<file path="config.mk">
export PLATFORM = sky130hd
export DESIGN_NAME = sorted_triple_group_aggregator_top_flat
export DESIGN_NICKNAME = d
export VERILOG_FILES = /design/src/design/stgagg_pkg.sv /design/src/design/stgagg_ifs.sv /design/src/design/stgagg_core.sv /design/src/design/stgagg_outq.sv /design/src/design/sorted_triple_group_aggregator_top.sv /design/src/flat_wrapper.sv
export VERILOG_INCLUDE_DIRS = /design/src /design/src/design
export SDC_FILE = /design/constraint.sdc
export NUM_CORES = 2
export LEC_CHECK = 0
export BUFFER_PORTS_ARGS = -buffer_cell sky130_fd_sc_hd__buf_2
export CORE_MARGIN = 2
export CORE_UTILIZATION = 45
export CTS_CLUSTER_SIZE = 20
export DETAILED_ROUTE_END_ITERATION = 8
export GPL_TIMING_DRIVEN = 0
export MAX_ROUTING_LAYER = met4
export RECOVER_POWER = 25
export SLEW_MARGIN = 20
export SYNTH_ARGS = -nofsm -noshare
export SYNTH_HDL_FRONTEND = slang
export SYNTH_SLANG_ARGS = --single-unit
</file>
<file path="constraint.sdc">
create_clock -name clk -period 9.65 [get_ports clk]
set_input_delay 1.93 -clock clk [delete_from_list [all_inputs] [get_ports clk]]
set_output_delay 1.93 -clock clk [all_outputs]
set_load 0.02 [all_outputs]
</file>
<file path="src/design/sorted_triple_group_aggregator_top_defines.svh">
// Assertion macros for the sorted triple group aggregator.
`ifndef SORTED_TRIPLE_GROUP_AGGREGATOR_TOP_DEFINES_SVH
`define SORTED_TRIPLE_GROUP_AGGREGATOR_TOP_DEFINES_SVH

// Checks that the consequent holds in the same cycle as the antecedent.
`define STGAGG_ASSERT_SAME(label, ante, cons, msg) \
  label: assert property (@(posedge clk) disable iff (!rst_n) (ante) |-> (cons)) \
    else $error(msg);

// Checks that the consequent holds in the cycle after the antecedent.
`define STGAGG_ASSERT_NEXT(label, ante, cons, msg) \
  label: assert property (@(posedge clk) disable iff (!rst_n) (ante) |=> (cons)) \
    else $error(msg);

`endif

</file>
<file path="src/design/stgagg_pkg.sv">
// Types, constants and helpers shared by the sorted triple group aggregator.
package stgagg_pkg;

  localparam int KEY_W    = 32;
  localparam int CNT_W    = 32;
  localparam int ORDER_W  = 3;
  localparam int MAX_RECS = 3;

  localparam logic [CNT_W-1:0] CNT_MAX = '1;

  typedef enum logic [1:0] {
    REC_PAIR   = 2'd0,
    REC_KEY    = 2'd1,
    REC_TOTALS = 2'd2
  } rec_kind_e;

  typedef enum logic {
    ITEM_TRIPLE = 1'b0,
    ITEM_END    = 1'b1
  } item_kind_e;

  typedef struct packed {
    rec_kind_e        kind;
    logic [KEY_W-1:0] first_key;
    logic [KEY_W-1:0] second_key;
    logic [CNT_W-1:0] run_count;
    logic [CNT_W-1:0] key_groups;
    logic [CNT_W-1:0] pair_groups;
    logic [CNT_W-1:0] distinct_triples;
    logic             last;
  } rec_t;

  typedef struct packed {
    logic                 en;
    logic [1:0]           n_rec;
    rec_t [MAX_RECS-1:0]  rec;
  } push_t;

  function automatic logic [CNT_W-1:0] sat_inc(input logic [CNT_W-1:0] v);
    return (v == CNT_MAX) ? v : v + CNT_W'(1);
  endfunction

endpackage

</file>
<file path="src/design/stgagg_ifs.sv">
// Valid/ready channel interfaces for input items and result items.
interface stgagg_in_if;
  logic                         valid;
  logic                         ready;
  logic                         kind;
  logic [stgagg_pkg::KEY_W-1:0] first_key;
  logic [stgagg_pkg::KEY_W-1:0] second_key;
  logic [stgagg_pkg::KEY_W-1:0] third_key;

  modport source (output valid, kind, first_key, second_key, third_key, input ready);
  modport sink (input valid, kind, first_key, second_key, third_key, output ready);
endinterface

interface stgagg_out_if;
  logic                         valid;
  logic                         ready;
  logic [1:0]                   record_kind;
  logic [stgagg_pkg::KEY_W-1:0] out_first_key;
  logic [stgagg_pkg::KEY_W-1:0] out_second_key;
  logic [stgagg_pkg::CNT_W-1:0] run_count;
  logic [stgagg_pkg::CNT_W-1:0] key_groups;
  logic [stgagg_pkg::CNT_W-1:0] pair_groups;
  logic [stgagg_pkg::CNT_W-1:0] distinct_triples;
  logic                         last;

  modport source (output valid, record_kind, out_first_key, out_second_key, run_count,
                  key_groups, pair_groups, distinct_triples, last, input ready);
  modport sink (input valid, record_kind, out_first_key, out_second_key, run_count,
                key_groups, pair_groups, distinct_triples, last, output ready);
endinterface

</file>
<file path="src/design/stgagg_core.sv">
// Input register, run and total state, and result record generation.
module stgagg_core (
  input  logic                           clk,
  input  logic                           rst_n,
  stgagg_in_if.sink                      in_item,
  input  logic                           cfg_we,
  input  logic [stgagg_pkg::ORDER_W-1:0] cfg_wdata,
  input  logic                           room,
  output stgagg_pkg::push_t              push
);

  logic                           item_v_r;
  logic                           kind_r;
  logic [stgagg_pkg::KEY_W-1:0]   a_r, b_r, c_r;
  logic [stgagg_pkg::ORDER_W-1:0] index_order_r;

  logic                         have_prev_r, have_prev_nxt;
  logic [stgagg_pkg::KEY_W-1:0] prev_first_r, prev_first_nxt;
  logic [stgagg_pkg::KEY_W-1:0] prev_second_r, prev_second_nxt;
  logic [stgagg_pkg::KEY_W-1:0] prev_third_r, prev_third_nxt;
  logic [stgagg_pkg::CNT_W-1:0] pair_run_r, pair_run_nxt;
  logic [stgagg_pkg::CNT_W-1:0] key_run_r, key_run_nxt;
  logic [stgagg_pkg::CNT_W-1:0] tot_keys_r, tot_keys_nxt;
  logic [stgagg_pkg::CNT_W-1:0] tot_pairs_r, tot_pairs_nxt;
  logic [stgagg_pkg::CNT_W-1:0] tot_triples_r, tot_triples_nxt;

  logic is_end, first_chg, second_chg, close_pair, close_key, take;
  stgagg_pkg::rec_t pair_rec, key_rec, tot_rec;

  assign take          = item_v_r && room;
  assign in_item.ready = !item_v_r || take;

  always_ff @(posedge clk) begin
    if (!rst_n) begin
      item_v_r      <= 1'b0;
      index_order_r <= '0;
    end else begin
      if (in_item.ready) begin
        item_v_r <= in_item.valid;
      end
      if (cfg_we) begin
        index_order_r <= cfg_wdata;
      end
    end
  end

  always_ff @(posedge clk) begin
    if (in_item.valid && in_item.ready) begin
      kind_r <= in_item.kind;
      a_r    <= in_item.first_key;
      b_r    <= in_item.second_key;
      c_r    <= in_item.third_key;
    end
  end

  assign is_end     = (kind_r == stgagg_pkg::ITEM_END);
  assign first_chg  = (a_r != prev_first_r);
  assign second_chg = (b_r != prev_second_r);
  assign close_pair = have_prev_r && (is_end || first_chg || second_chg);
  assign close_key  = have_prev_r && (is_end || first_chg) && !index_order_r[0];

  always_comb begin
    pair_rec            = '0;
    pair_rec.kind       = stgagg_pkg::REC_PAIR;
    pair_rec.first_key  = prev_first_r;
    pair_rec.second_key = prev_second_r;
    pair_rec.run_count  = pair_run_r;

    key_rec           = '0;
    key_rec.kind      = stgagg_pkg::REC_KEY;
    key_rec.first_key = prev_first_r;
    key_rec.run_count = key_run_r;

    tot_rec                  = '0;
    tot_rec.kind             = stgagg_pkg::REC_TOTALS;
    tot_rec.key_groups       = tot_keys_r;
    tot_rec.pair_groups      = tot_pairs_r;
    tot_rec.distinct_triples = tot_triples_r;
    tot_rec.last             = 1'b1;
  end

  always_comb begin
    push.en     = take;
    push.n_rec  = 2'(close_pair) + 2'(close_key) + 2'(is_end);
    push.rec[0] = close_pair ? pair_rec : tot_rec;
    push.rec[1] = close_key ? key_rec : tot_rec;
    push.rec[2] = tot_rec;
  end

  always_comb begin
    have_prev_nxt   = have_prev_r;
    prev_first_nxt  = prev_first_r;
    prev_second_nxt = prev_second_r;
    prev_third_nxt  = prev_third_r;
    pair_run_nxt    = pair_run_r;
    key_run_nxt     = key_run_r;
    tot_keys_nxt    = tot_keys_r;
    tot_pairs_nxt   = tot_pairs_r;
    tot_triples_nxt = tot_triples_r;
    if (take) begin
      if (is_end) begin
        have_prev_nxt   = 1'b0;
        prev_first_nxt  = '0;
        prev_second_nxt = '0;
        prev_third_nxt  = '0;
        pair_run_nxt    = '0;
        key_run_nxt     = '0;
        tot_keys_nxt    = '0;
        tot_pairs_nxt   = '0;
        tot_triples_nxt = '0;
      end else begin
        prev_first_nxt  = a_r;
        prev_second_nxt = b_r;
        prev_third_nxt  = c_r;
        if (!have_prev_r) begin
          have_prev_nxt   = 1'b1;
          pair_run_nxt    = stgagg_pkg::CNT_W'(1);
          key_run_nxt     = stgagg_pkg::CNT_W'(1);
          tot_keys_nxt    = stgagg_pkg::CNT_W'(1);
          tot_pairs_nxt   = stgagg_pkg::CNT_W'(1);
          tot_triples_nxt = stgagg_pkg::CNT_W'(1);
        end else if (first_chg) begin
          pair_run_nxt    = stgagg_pkg::CNT_W'(1);
          key_run_nxt     = stgagg_pkg::CNT_W'(1);
          tot_keys_nxt    = stgagg_pkg::sat_inc(tot_keys_r);
          tot_pairs_nxt   = stgagg_pkg::sat_inc(tot_pairs_r);
          tot_triples_nxt = stgagg_pkg::sat_inc(tot_triples_r);
        end else if (second_chg) begin
          pair_run_nxt    = stgagg_pkg::CNT_W'(1);
          key_run_nxt     = stgagg_pkg::sat_inc(key_run_r);
          tot_pairs_nxt   = stgagg_pkg::sat_inc(tot_pairs_r);
          tot_triples_nxt = stgagg_pkg::sat_inc(tot_triples_r);
        end else begin
          pair_run_nxt = stgagg_pkg::sat_inc(pair_run_r);
          key_run_nxt  = stgagg_pkg::sat_inc(key_run_r);
          if (c_r != prev_third_r) begin
            tot_triples_nxt = stgagg_pkg::sat_inc(tot_triples_r);
          end
        end
      end
    end
  end

  always_ff @(posedge clk) begin
    if (!rst_n) begin
      have_prev_r   <= 1'b0;
      prev_first_r  <= '0;
      prev_second_r <= '0;
      prev_third_r  <= '0;
      pair_run_r    <= '0;
      key_run_r     <= '0;
      tot_keys_r    <= '0;
      tot_pairs_r   <= '0;
      tot_triples_r <= '0;
    end else begin
      have_prev_r   <= have_prev_nxt;
      prev_first_r  <= prev_first_nxt;
      prev_second_r <= prev_second_nxt;
      prev_third_r  <= prev_third_nxt;
      pair_run_r    <= pair_run_nxt;
      key_run_r     <= key_run_nxt;
      tot_keys_r    <= tot_keys_nxt;
      tot_pairs_r   <= tot_pairs_nxt;
      tot_triples_r <= tot_triples_nxt;
    end
  end

endmodule

</file>
<file path="src/design/stgagg_outq.sv">
// Shifting result queue that takes up to three records a cycle and sends one while the output is ready.
module stgagg_outq #(
  parameter int DEPTH = 4
) (
  input  logic              clk,
  input  logic              rst_n,
  input  stgagg_pkg::push_t push,
  output logic              room,
  stgagg_out_if.source      out_item
);

  localparam int CW = $clog2(DEPTH + 1);
  localparam int SW = CW + 1;

  stgagg_pkg::rec_t q_r [DEPTH];
  stgagg_pkg::rec_t q_nxt [DEPTH];
  logic [CW-1:0]    count_r, count_nxt;
  logic [SW-1:0]    base;
  logic             pop;

  assign pop  = out_item.valid && out_item.ready;
  assign base = SW'(count_r) - SW'(pop);
  assign room = (base + SW'(push.n_rec)) <= SW'(DEPTH);

  always_comb begin
    for (int i = 0; i < DEPTH; i++) begin
      q_nxt[i] = q_r[i];
      if (pop && (i < DEPTH - 1)) begin
        q_nxt[i] = q_r[(i + 1) % DEPTH];
      end
      for (int j = 0; j < stgagg_pkg::MAX_RECS; j++) begin
        if (push.en && (SW'(j) < SW'(push.n_rec)) && (base + SW'(j) == SW'(i))) begin
          q_nxt[i] = push.rec[j];
        end
      end
    end
    count_nxt = CW'(base + (push.en ? SW'(push.n_rec) : SW'(0)));
  end

  always_ff @(posedge clk) begin
    if (!rst_n) begin
      count_r <= '0;
    end else begin
      count_r <= count_nxt;
    end
  end

  always_ff @(posedge clk) begin
    q_r <= q_nxt;
  end

  assign out_item.valid            = (count_r != '0);
  assign out_item.record_kind      = q_r[0].kind;
  assign out_item.out_first_key    = q_r[0].first_key;
  assign out_item.out_second_key   = q_r[0].second_key;
  assign out_item.run_count        = q_r[0].run_count;
  assign out_item.key_groups       = q_r[0].key_groups;
  assign out_item.pair_groups      = q_r[0].pair_groups;
  assign out_item.distinct_triples = q_r[0].distinct_triples;
  assign out_item.last             = q_r[0].last;

endmodule

</file>
<file path="src/design/sorted_triple_group_aggregator_top.sv">
// Sorted triple group aggregator: one pass over a sorted stream of triples that
// emits a record for each closed pair run, a record for each closed first-key run
// when the index order is even, and a totals record marked last on each end item.
// An item is held in an input register until the result queue has room for its records. The
// block accepts one item per cycle as long as the QUEUE_DEPTH-entry result queue
// (at least three) has room for every record the held item produces; the result
// side sends one record per cycle while the receiver is ready, so a stream in which
// items close runs is paced by the number of records it yields. The index order
// may be written only while idle.
module sorted_triple_group_aggregator_top #(
  parameter int QUEUE_DEPTH = 4
) (
  input  logic                           clk,
  input  logic                           rst_n,
  stgagg_in_if.sink                      in_item,
  stgagg_out_if.source                   out_item,
  input  logic                           cfg_we,
  input  logic [stgagg_pkg::ORDER_W-1:0] cfg_wdata
);

  `include "sorted_triple_group_aggregator_top_defines.svh"

  stgagg_pkg::push_t push;
  logic              room;

  stgagg_core u_core (
    .clk       (clk),
    .rst_n     (rst_n),
    .in_item   (in_item),
    .cfg_we    (cfg_we),
    .cfg_wdata (cfg_wdata),
    .room      (room),
    .push      (push)
  );

  stgagg_outq #(
    .DEPTH (QUEUE_DEPTH)
  ) u_outq (
    .clk      (clk),
    .rst_n    (rst_n),
    .push     (push),
    .room     (room),
    .out_item (out_item)
  );

  `STGAGG_ASSERT_SAME(a_no_push_without_room, !room, !push.en, "item taken without queue room")
  `STGAGG_ASSERT_SAME(a_last_is_totals,
    out_item.valid && out_item.last,
    out_item.record_kind == stgagg_pkg::REC_TOTALS,
    "last set on a run record")
  `STGAGG_ASSERT_SAME(a_run_nonzero,
    out_item.valid && (out_item.record_kind != stgagg_pkg::REC_TOTALS),
    out_item.run_count != '0,
    "run record with zero count")
  `STGAGG_ASSERT_NEXT(a_end_yields_result,
    push.en && (push.n_rec != 2'd0),
    out_item.valid,
    "pushed records not visible")

endmodule
</file>
<file path="src/flat_wrapper.sv">
// flat-port wrapper written by rule: the top's interface ports become plain ports
module sorted_triple_group_aggregator_top_flat 
#(
  parameter int QUEUE_DEPTH = 4
)
  (clk, rst_n, cfg_we, cfg_wdata, in_item_valid, in_item_kind, in_item_first_key, in_item_second_key, in_item_third_key, in_item_ready, out_item_valid, out_item_record_kind, out_item_out_first_key, out_item_out_second_key, out_item_run_count, out_item_key_groups, out_item_pair_groups, out_item_distinct_triples, out_item_last, out_item_ready);
  stgagg_in_if in_item_i ();
  stgagg_out_if out_item_i ();
  input  logic clk;
  input  logic rst_n;
  input  logic cfg_we;
  input  logic [stgagg_pkg::ORDER_W-1:0] cfg_wdata;
  input wire logic [$bits(in_item_i.valid)-1:0] in_item_valid;
  input wire logic [$bits(in_item_i.kind)-1:0] in_item_kind;
  input wire logic [$bits(in_item_i.first_key)-1:0] in_item_first_key;
  input wire logic [$bits(in_item_i.second_key)-1:0] in_item_second_key;
  input wire logic [$bits(in_item_i.third_key)-1:0] in_item_third_key;
  output wire logic [$bits(in_item_i.ready)-1:0] in_item_ready;
  output wire logic [$bits(out_item_i.valid)-1:0] out_item_valid;
  output wire logic [$bits(out_item_i.record_kind)-1:0] out_item_record_kind;
  output wire logic [$bits(out_item_i.out_first_key)-1:0] out_item_out_first_key;
  output wire logic [$bits(out_item_i.out_second_key)-1:0] out_item_out_second_key;
  output wire logic [$bits(out_item_i.run_count)-1:0] out_item_run_count;
  output wire logic [$bits(out_item_i.key_groups)-1:0] out_item_key_groups;
  output wire logic [$bits(out_item_i.pair_groups)-1:0] out_item_pair_groups;
  output wire logic [$bits(out_item_i.distinct_triples)-1:0] out_item_distinct_triples;
  output wire logic [$bits(out_item_i.last)-1:0] out_item_last;
  input wire logic [$bits(out_item_i.ready)-1:0] out_item_ready;
  assign in_item_i.valid = in_item_valid;
  assign in_item_i.kind = in_item_kind;
  assign in_item_i.first_key = in_item_first_key;
  assign in_item_i.second_key = in_item_second_key;
  assign in_item_i.third_key = in_item_third_key;
  assign in_item_ready = in_item_i.ready;
  assign out_item_valid = out_item_i.valid;
  assign out_item_record_kind = out_item_i.record_kind;
  assign out_item_out_first_key = out_item_i.out_first_key;
  assign out_item_out_second_key = out_item_i.out_second_key;
  assign out_item_run_count = out_item_i.run_count;
  assign out_item_key_groups = out_item_i.key_groups;
  assign out_item_pair_groups = out_item_i.pair_groups;
  assign out_item_distinct_triples = out_item_i.distinct_triples;
  assign out_item_last = out_item_i.last;
  assign out_item_i.ready = out_item_ready;
  sorted_triple_group_aggregator_top #(.QUEUE_DEPTH(QUEUE_DEPTH)) u_core (.clk(clk), .rst_n(rst_n), .in_item(in_item_i), .out_item(out_item_i), .cfg_we(cfg_we), .cfg_wdata(cfg_wdata));
endmodule
</file>
### Word-level counts from Yosys, hierarchy flattened

Cells that the tools add are included.

| operators by class | value |
|---|---|
| $add $sub $neg | 12 |
| magnitude comparators | 4 |
| equality and inequality tests | 23 |
| muxes and demuxes | 46 |
| reductions and logical operators | 43 |

Operators with widths:

| cell | count |
|---|---|
| 195-bit 2-to-1 mux | 13 |
| 32-bit 2-to-1 mux | 27 |
| 97-bit 2-to-1 mux | 4 |
| 32-bit by 1-bit adder with 32-bit output, second input constant | 5 |
| 32-bit == test, second input constant | 5 |
| 32-bit != test | 3 |
| 4-bit by 2-bit == test with 1-bit output, second input constant | 6 |
| 1-bit logical AND | 21 |
| 3-bit nonzero test | 5 |
| 4-bit by 1-bit == test with 1-bit output, second input constant | 3 |
| 4-bit logical NOT | 3 |
| 4-bit nonzero test | 3 |
| 2-bit AND reduction | 4 |
| 5-bit by 2-bit != test with 1-bit output, second input constant | 1 |
| 5-bit != test, second input constant | 1 |
| 4-bit by 1-bit adder with 4-bit output, second input constant | 1 |
| 4-bit by 2-bit adder with 4-bit output | 1 |
| 4-bit by 2-bit adder with 4-bit output, second input constant | 1 |
| 4-bit by 3-bit <= comparator with 1-bit output, second input constant | 1 |
| 1-bit by 2-bit less-than comparator with 1-bit output, first input constant | 2 |
| 4-bit by 2-bit != test with 1-bit output, second input constant | 1 |
| 4-bit != test, second input constant | 1 |
| 3-bit by 1-bit subtractor with 4-bit output | 1 |
| 3-bit by 2-bit adder with 3-bit output | 1 |
| other kinds (11) | 14 |

| storage, ports and cells | value |
|---|---|
| register bits | 1139 |
| input bits | 105 |
| output and inout bits | 197 |

### Depth between registers and ports, before layout

| logic depth | value |
|---|---|
| depth in word-level cells | 14 |
| mapped depth | 24 |
| depth with buffers taken out | 17 |

### Hierarchy

From an unflattened synthesis, not the netlist that was laid out.

| second synthesis, totals | value |
|---|---|
| cells, all modules | 7183 |
| area, all modules | 66840.4 um^2 |

By module, submodules not included:

| module | times used | cells each | area each (um^2) | sequential area each (um^2) |
|---|---|---|---|---|
| stgagg_outq | 1 | 4856 | 47087.7 | 23482.5 |
| stgagg_core | 1 | 2327 | 19752.7 | 8097.8 |

### Worst setup path before layout

OpenSTA, ideal clock, no wires.

| path | value |
|---|---|
| kind | input to register |
| from | in out_item_ready |
| to | reg u_core.u_core.a_r[0] (netlist bit) (enable) |
| library setup time | 0.584 ns |
| data arrival time | 9.761 ns |
| data required time | 9.066 ns |
| slack | -0.695 ns |
| stages on the path | 15 |
| buffers on the path | 5 |
| cells stage by stage | nand2_1 inv_1 clkbuf_1 clkbuf_1 clkbuf_1 ha_1 clkbuf_1 inv_1 ha_1 fa_1 o21ai_0 and2_1 buf_2 nor2_1 a21oi_1 |

| on the way | value |
|---|---|
| word-level cells in the longest chain between the ends | 7 |

RTL lines:

| what | line | text |
|---|---|---|
| start, declared | flat_wrapper.sv:28 | `input wire logic [$bits(out_item_i.ready)-1:0] out_item_ready;` |
| 1-bit logical AND | stgagg_outq.sv:21 | `assign pop = out_item.valid && out_item.ready;` |
| 3-bit by 1-bit subtractor with 4-bit output | stgagg_outq.sv:22 | `assign base = SW'(count_r) - SW'(pop);` |
| 4-bit by 2-bit adder with 4-bit output | stgagg_outq.sv:23 | `assign room = (base + SW'(push.n_rec)) <= SW'(DEPTH);` |
| 4-bit by 3-bit <= comparator with 1-bit output | stgagg_outq.sv:23 |  |
| 1-bit logical AND | stgagg_core.sv:30 | `assign take = item_v_r && room;` |
| 1-bit logical OR | stgagg_core.sv:31 | `assign in_item.ready = !item_v_r \|\| take;` |
| 1-bit logical AND | stgagg_core.sv:48 | `if (in_item.valid && in_item.ready) begin` |
| end signal, assigned | stgagg_core.sv:50 | `a_r <= in_item.first_key;` |
| end, declared | stgagg_core.sv:14 | `logic [stgagg_pkg::KEY_W-1:0] a_r, b_r, c_r;` |

Every way passes these cells.
A chain may end at the register's enable or synchronous reset.

### Worst setup path in the final report

| path | value |
|---|---|
| from | in out_item_ready |
| to | reg u_core.u_outq.count_r[2] |

| on the way | value |
|---|---|
| word-level cells in the longest chain between the ends | 7 |

RTL lines:

| what | line | text |
|---|---|---|
| 1-bit logical AND * | stgagg_outq.sv:21 |  |
| 3-bit by 1-bit subtractor with 4-bit output * | stgagg_outq.sv:22 |  |
| 4-bit by 2-bit adder with 4-bit output | stgagg_outq.sv:23 |  |
| 4-bit by 3-bit <= comparator with 1-bit output | stgagg_outq.sv:23 |  |
| 1-bit logical AND | stgagg_core.sv:30 |  |
| 2-bit 2-to-1 mux | stgagg_outq.sv:37 | `count_nxt = CW'(base + (push.en ? SW'(push.n_rec) : SW'(0)));` |
| 3-bit by 2-bit adder with 3-bit output * | stgagg_outq.sv:37 |  |
| end signal, assigned | stgagg_outq.sv:44 | `count_r <= count_nxt;` |
| end, declared | stgagg_outq.sv:17 | `logic [CW-1:0] count_r, count_nxt;` |

Every way passes the cells marked *; elsewhere a longest branch is shown, timed or not.

==> results.toml <==
[timing]
fin_worst_skew_ns = 0.0259
fin_tns_setup_ns = 0
clock.fmax_mhz = 108
slew_headroom = -0.0767
setup_violations = 0
period_needed_ns = 9.23
worst_pin_slew_ns = 1.60
period_share = 0.957
final_hold_viol_count = 0
rsz0062_at_grt = "false"
slew_viol_final = 9

[cells_and_area]
syn_to_final_growth_pct = 14.9
regArea_um2 = 27500
largest-register = "u_core.u_outq.q_r"
fin_cells = 6410
final_util = 0.522
drive_above_1_share = 0.121
fill_cells = 9738
nNetsFinal = 5018
largest_reg_flops = 582
multi_input_area_um2 = 17700
stdcell_area_um2 = 56000

[cts]
cts_setup_buffers = 0
clockBufferDepth = 3
cts-root-buf = "clkbuf_16"
htreeDepth = 3
clkTransAtPathRegs_ns = 0.06
clkLatencyLatePin_ns = 0.72
cts_tree = "yes"
cts_hold_buf = 0
cts_made_buffers = 118
clkSinkCount = 1135

[route]
drt_iter0_drc = 3054
via_per_inst = 5.69
num_vias = 36500
drt-total-wl_mm = 139
drc = 0
wl_per_cell_um = 21.7
dr.pass1.iters = 9
ant_nets = 0

[global_route]
grt_pass1_vias = 34900
track_usage = 0.253
antenna_found_initial = 5
grt_overflow_total = 0
grt_max_degree = 66
grt_pass1_wl_mm = 212

[outcome]
violations = "capacitance limit, slew limit"
status = "complete, but fails checks"

[yosys]
synth_ff_type = "dfxtp_1"
synthesis.nets = 4584
netlist_area_um2 = 48700
synth_cells = 4465
synth_edf_count = 481
syn_avg_cell_area_um2 = 10.9
ys_seq_area_frac = 0.565
async_flop_share = 0
synth_cell_type_count = 81
yosys_warnings = 0
ys_ff_latch = 1135

[critical_path]
crit_path_end_kind = "flop"
worstSetupPathType = "in2reg"
worstPathRequired_ns = 10.26
regToRegSetupSlack_ns = 1.40
crit_path_start_kind = "input pin"
r2r_end = "u_core.u_outq.count_r[2]"
timing.rr.start = "u_core.u_outq.count_r[2]"
arrival_ns = 9.84
reg2reg_depth = 24
crit_fanout = 10

[power_and_ir_drop]
finalPower_mw = 14.9
ir_drop_v = 0.000185
pwr_density_cell_nw_per_um2 = 266
power_leakage_nw = 20.6

[min_path]
holdPathEnd = "u_core.u_outq.q_r[194]"
hold_class = "reg2reg"
worst_hold_startpoint = "u_core.u_outq.q_r[194]"
min_delay_path_depth = 2

[place]
hpwl_mm = 99.9
place_congestion = 0.954
dpl_cell_area_um2 = 52400
place_inst = 6182
portBuffers = 298

[floorplan]
dieArea_um2 = 111000
die_y_um = 333
fp.dieW_um = 333
row_count = 120
core_um2 = 107000
io_pins = 302
start_util = 0.455

[flow_run]
max_cap_viol_count = 1
## placed cells by master (no fill, tap or decap), types with 92 or more instances in the layout
cell,count
a21boi_0,99
a21oi_1,139
a22o_1,352
a22oi_1,127
buf_2,154
buf_4,197
clkbuf_1,563
clkbuf_16,122
dfxtp_1,654
edfxtp_1,481
mux2i_1,150
nand2_1,416
nand3_1,152
nor2_1,107
nor2b_1,92
o21ai_0,166
xor2_1,109
## power breakdown
group          internal [mW]  total [mW]  switching (mW)
sequential              6.10        6.40           0.304
clock                   2.71        4.64            1.93
combinational           1.26        3.84            2.58
total                   10.1        14.9            4.82
## metrics by stage
stage          setup WS (ns)  hold slack, ns
6_report               0.416           0.463
5_1_grt               0.0660           0.478
4_1_cts                0.289           0.461
3_5_place_dp          -0.780           0.452
3_3_place_gp           -3.99           0.447
2_1_floorplan          0.888           0.432
## critical path: stages
cell      delay [ns]
buf_2           0.22
nand2_1         0.12
inv_1           0.10
clkbuf_1        0.53
clkbuf_2        0.54
clkbuf_1        0.64
ha_1            0.24
clkbuf_1        0.39
inv_1           0.25
ha_1            0.28
fa_1            0.50
o21ai_0         0.38
and2_0          0.17
buf_2           0.20
o21a_1          0.36
clkbuf_1        0.52
clkbuf_2        0.58
clkbuf_1        0.69
and2_1          0.23
ha_1            0.15
inv_1           0.06
fa_1            0.43
xnor2_1         0.14
and2_1          0.15
## cell families after synthesis
family | after synthesis | share of synthesized area
AOI/OAI and AO/OA | 1187 | 0.186
buffers and inverters | 723 | 0.0730
DFF | 1135 | 0.565
and+or+nand+nor | 1113 | 0.116
xor gates and xnor gates | 143 | 0.0257
muxes | 150 | 0.0308
adders and majority gates | 14 | 0.00406
## cells in the mapped netlist, types with 100 or more instances
| master | count | area share |
|---|---|---|
| o21ai_0 | 166 | 0.017 |
| a22oi_1 | 127 | 0.020 |
| xor2_1 | 109 | 0.020 |
| clkbuf_1 | 331 | 0.025 |
| mux2i_1 | 150 | 0.031 |
| nor2_1 | 107 | 0.0082 |
| nand2_1 | 418 | 0.032 |
| buf_4 | 196 | 0.030 |
| dfxtp_1 | 654 | 0.27 |
| edfxtp_1 | 481 | 0.30 |
| a22o_1 | 352 | 0.063 |
| a21oi_1 | 139 | 0.014 |
| nand3_1 | 152 | 0.016 |
| a21boi_0 | 100 | 0.015 |
## layout make-up
type	instances	share of cell area
clock buffer	167	0.0607
timing repair buffer	314	0.0263
sequential	1135	0.492
clock inverter	56	0.00983
antenna	5	0.000223
tap	1403	0.0313
inverter	95	0.00655
buffer	628	0.0572
multi-input combinational	2607	0.316
## worst max-delay path by stage
stage | from | to | slack [ns]
after CTS | out_item_ready | u_core.u_outq.count_r[2] | 0.29
after global routing | out_item_ready | u_core.u_outq.count_r[2] | 0.07
after floorplan | out_item_ready | u_core.u_outq.out_item.distinct_triples[0] | 0.89
final | out_item_ready | u_core.u_outq.count_r[2] | 0.42
after global placement | out_item_ready | u_core.u_outq.out_item.pair_groups[9] | -3.99
after detailed placement | out_item_ready | u_core.u_outq.count_r[2] | -0.78
## layer usage
| metal | global-route usage | vias to the layer above | wire length (µm) |
|---|---|---|---|
| li1 | - | 17300 | - |
| met1 | 0.320 | 17700 | 59500 |
| met2 | 0.409 | 1184 | 66200 |
| met3 | 0.0434 | 280 | 8910 |
| met4 | 0.0911 | 0 | 4870 |
| met5 | - | - | 0 |
## timing repair
item,4_1_cts,5_1_grt
setup endpoints to repair,1,91
pin swaps,0,0
endpoints found under the hold margin,0,0
gates resized for setup,1,3
Power figures use the tool's default switching activity.
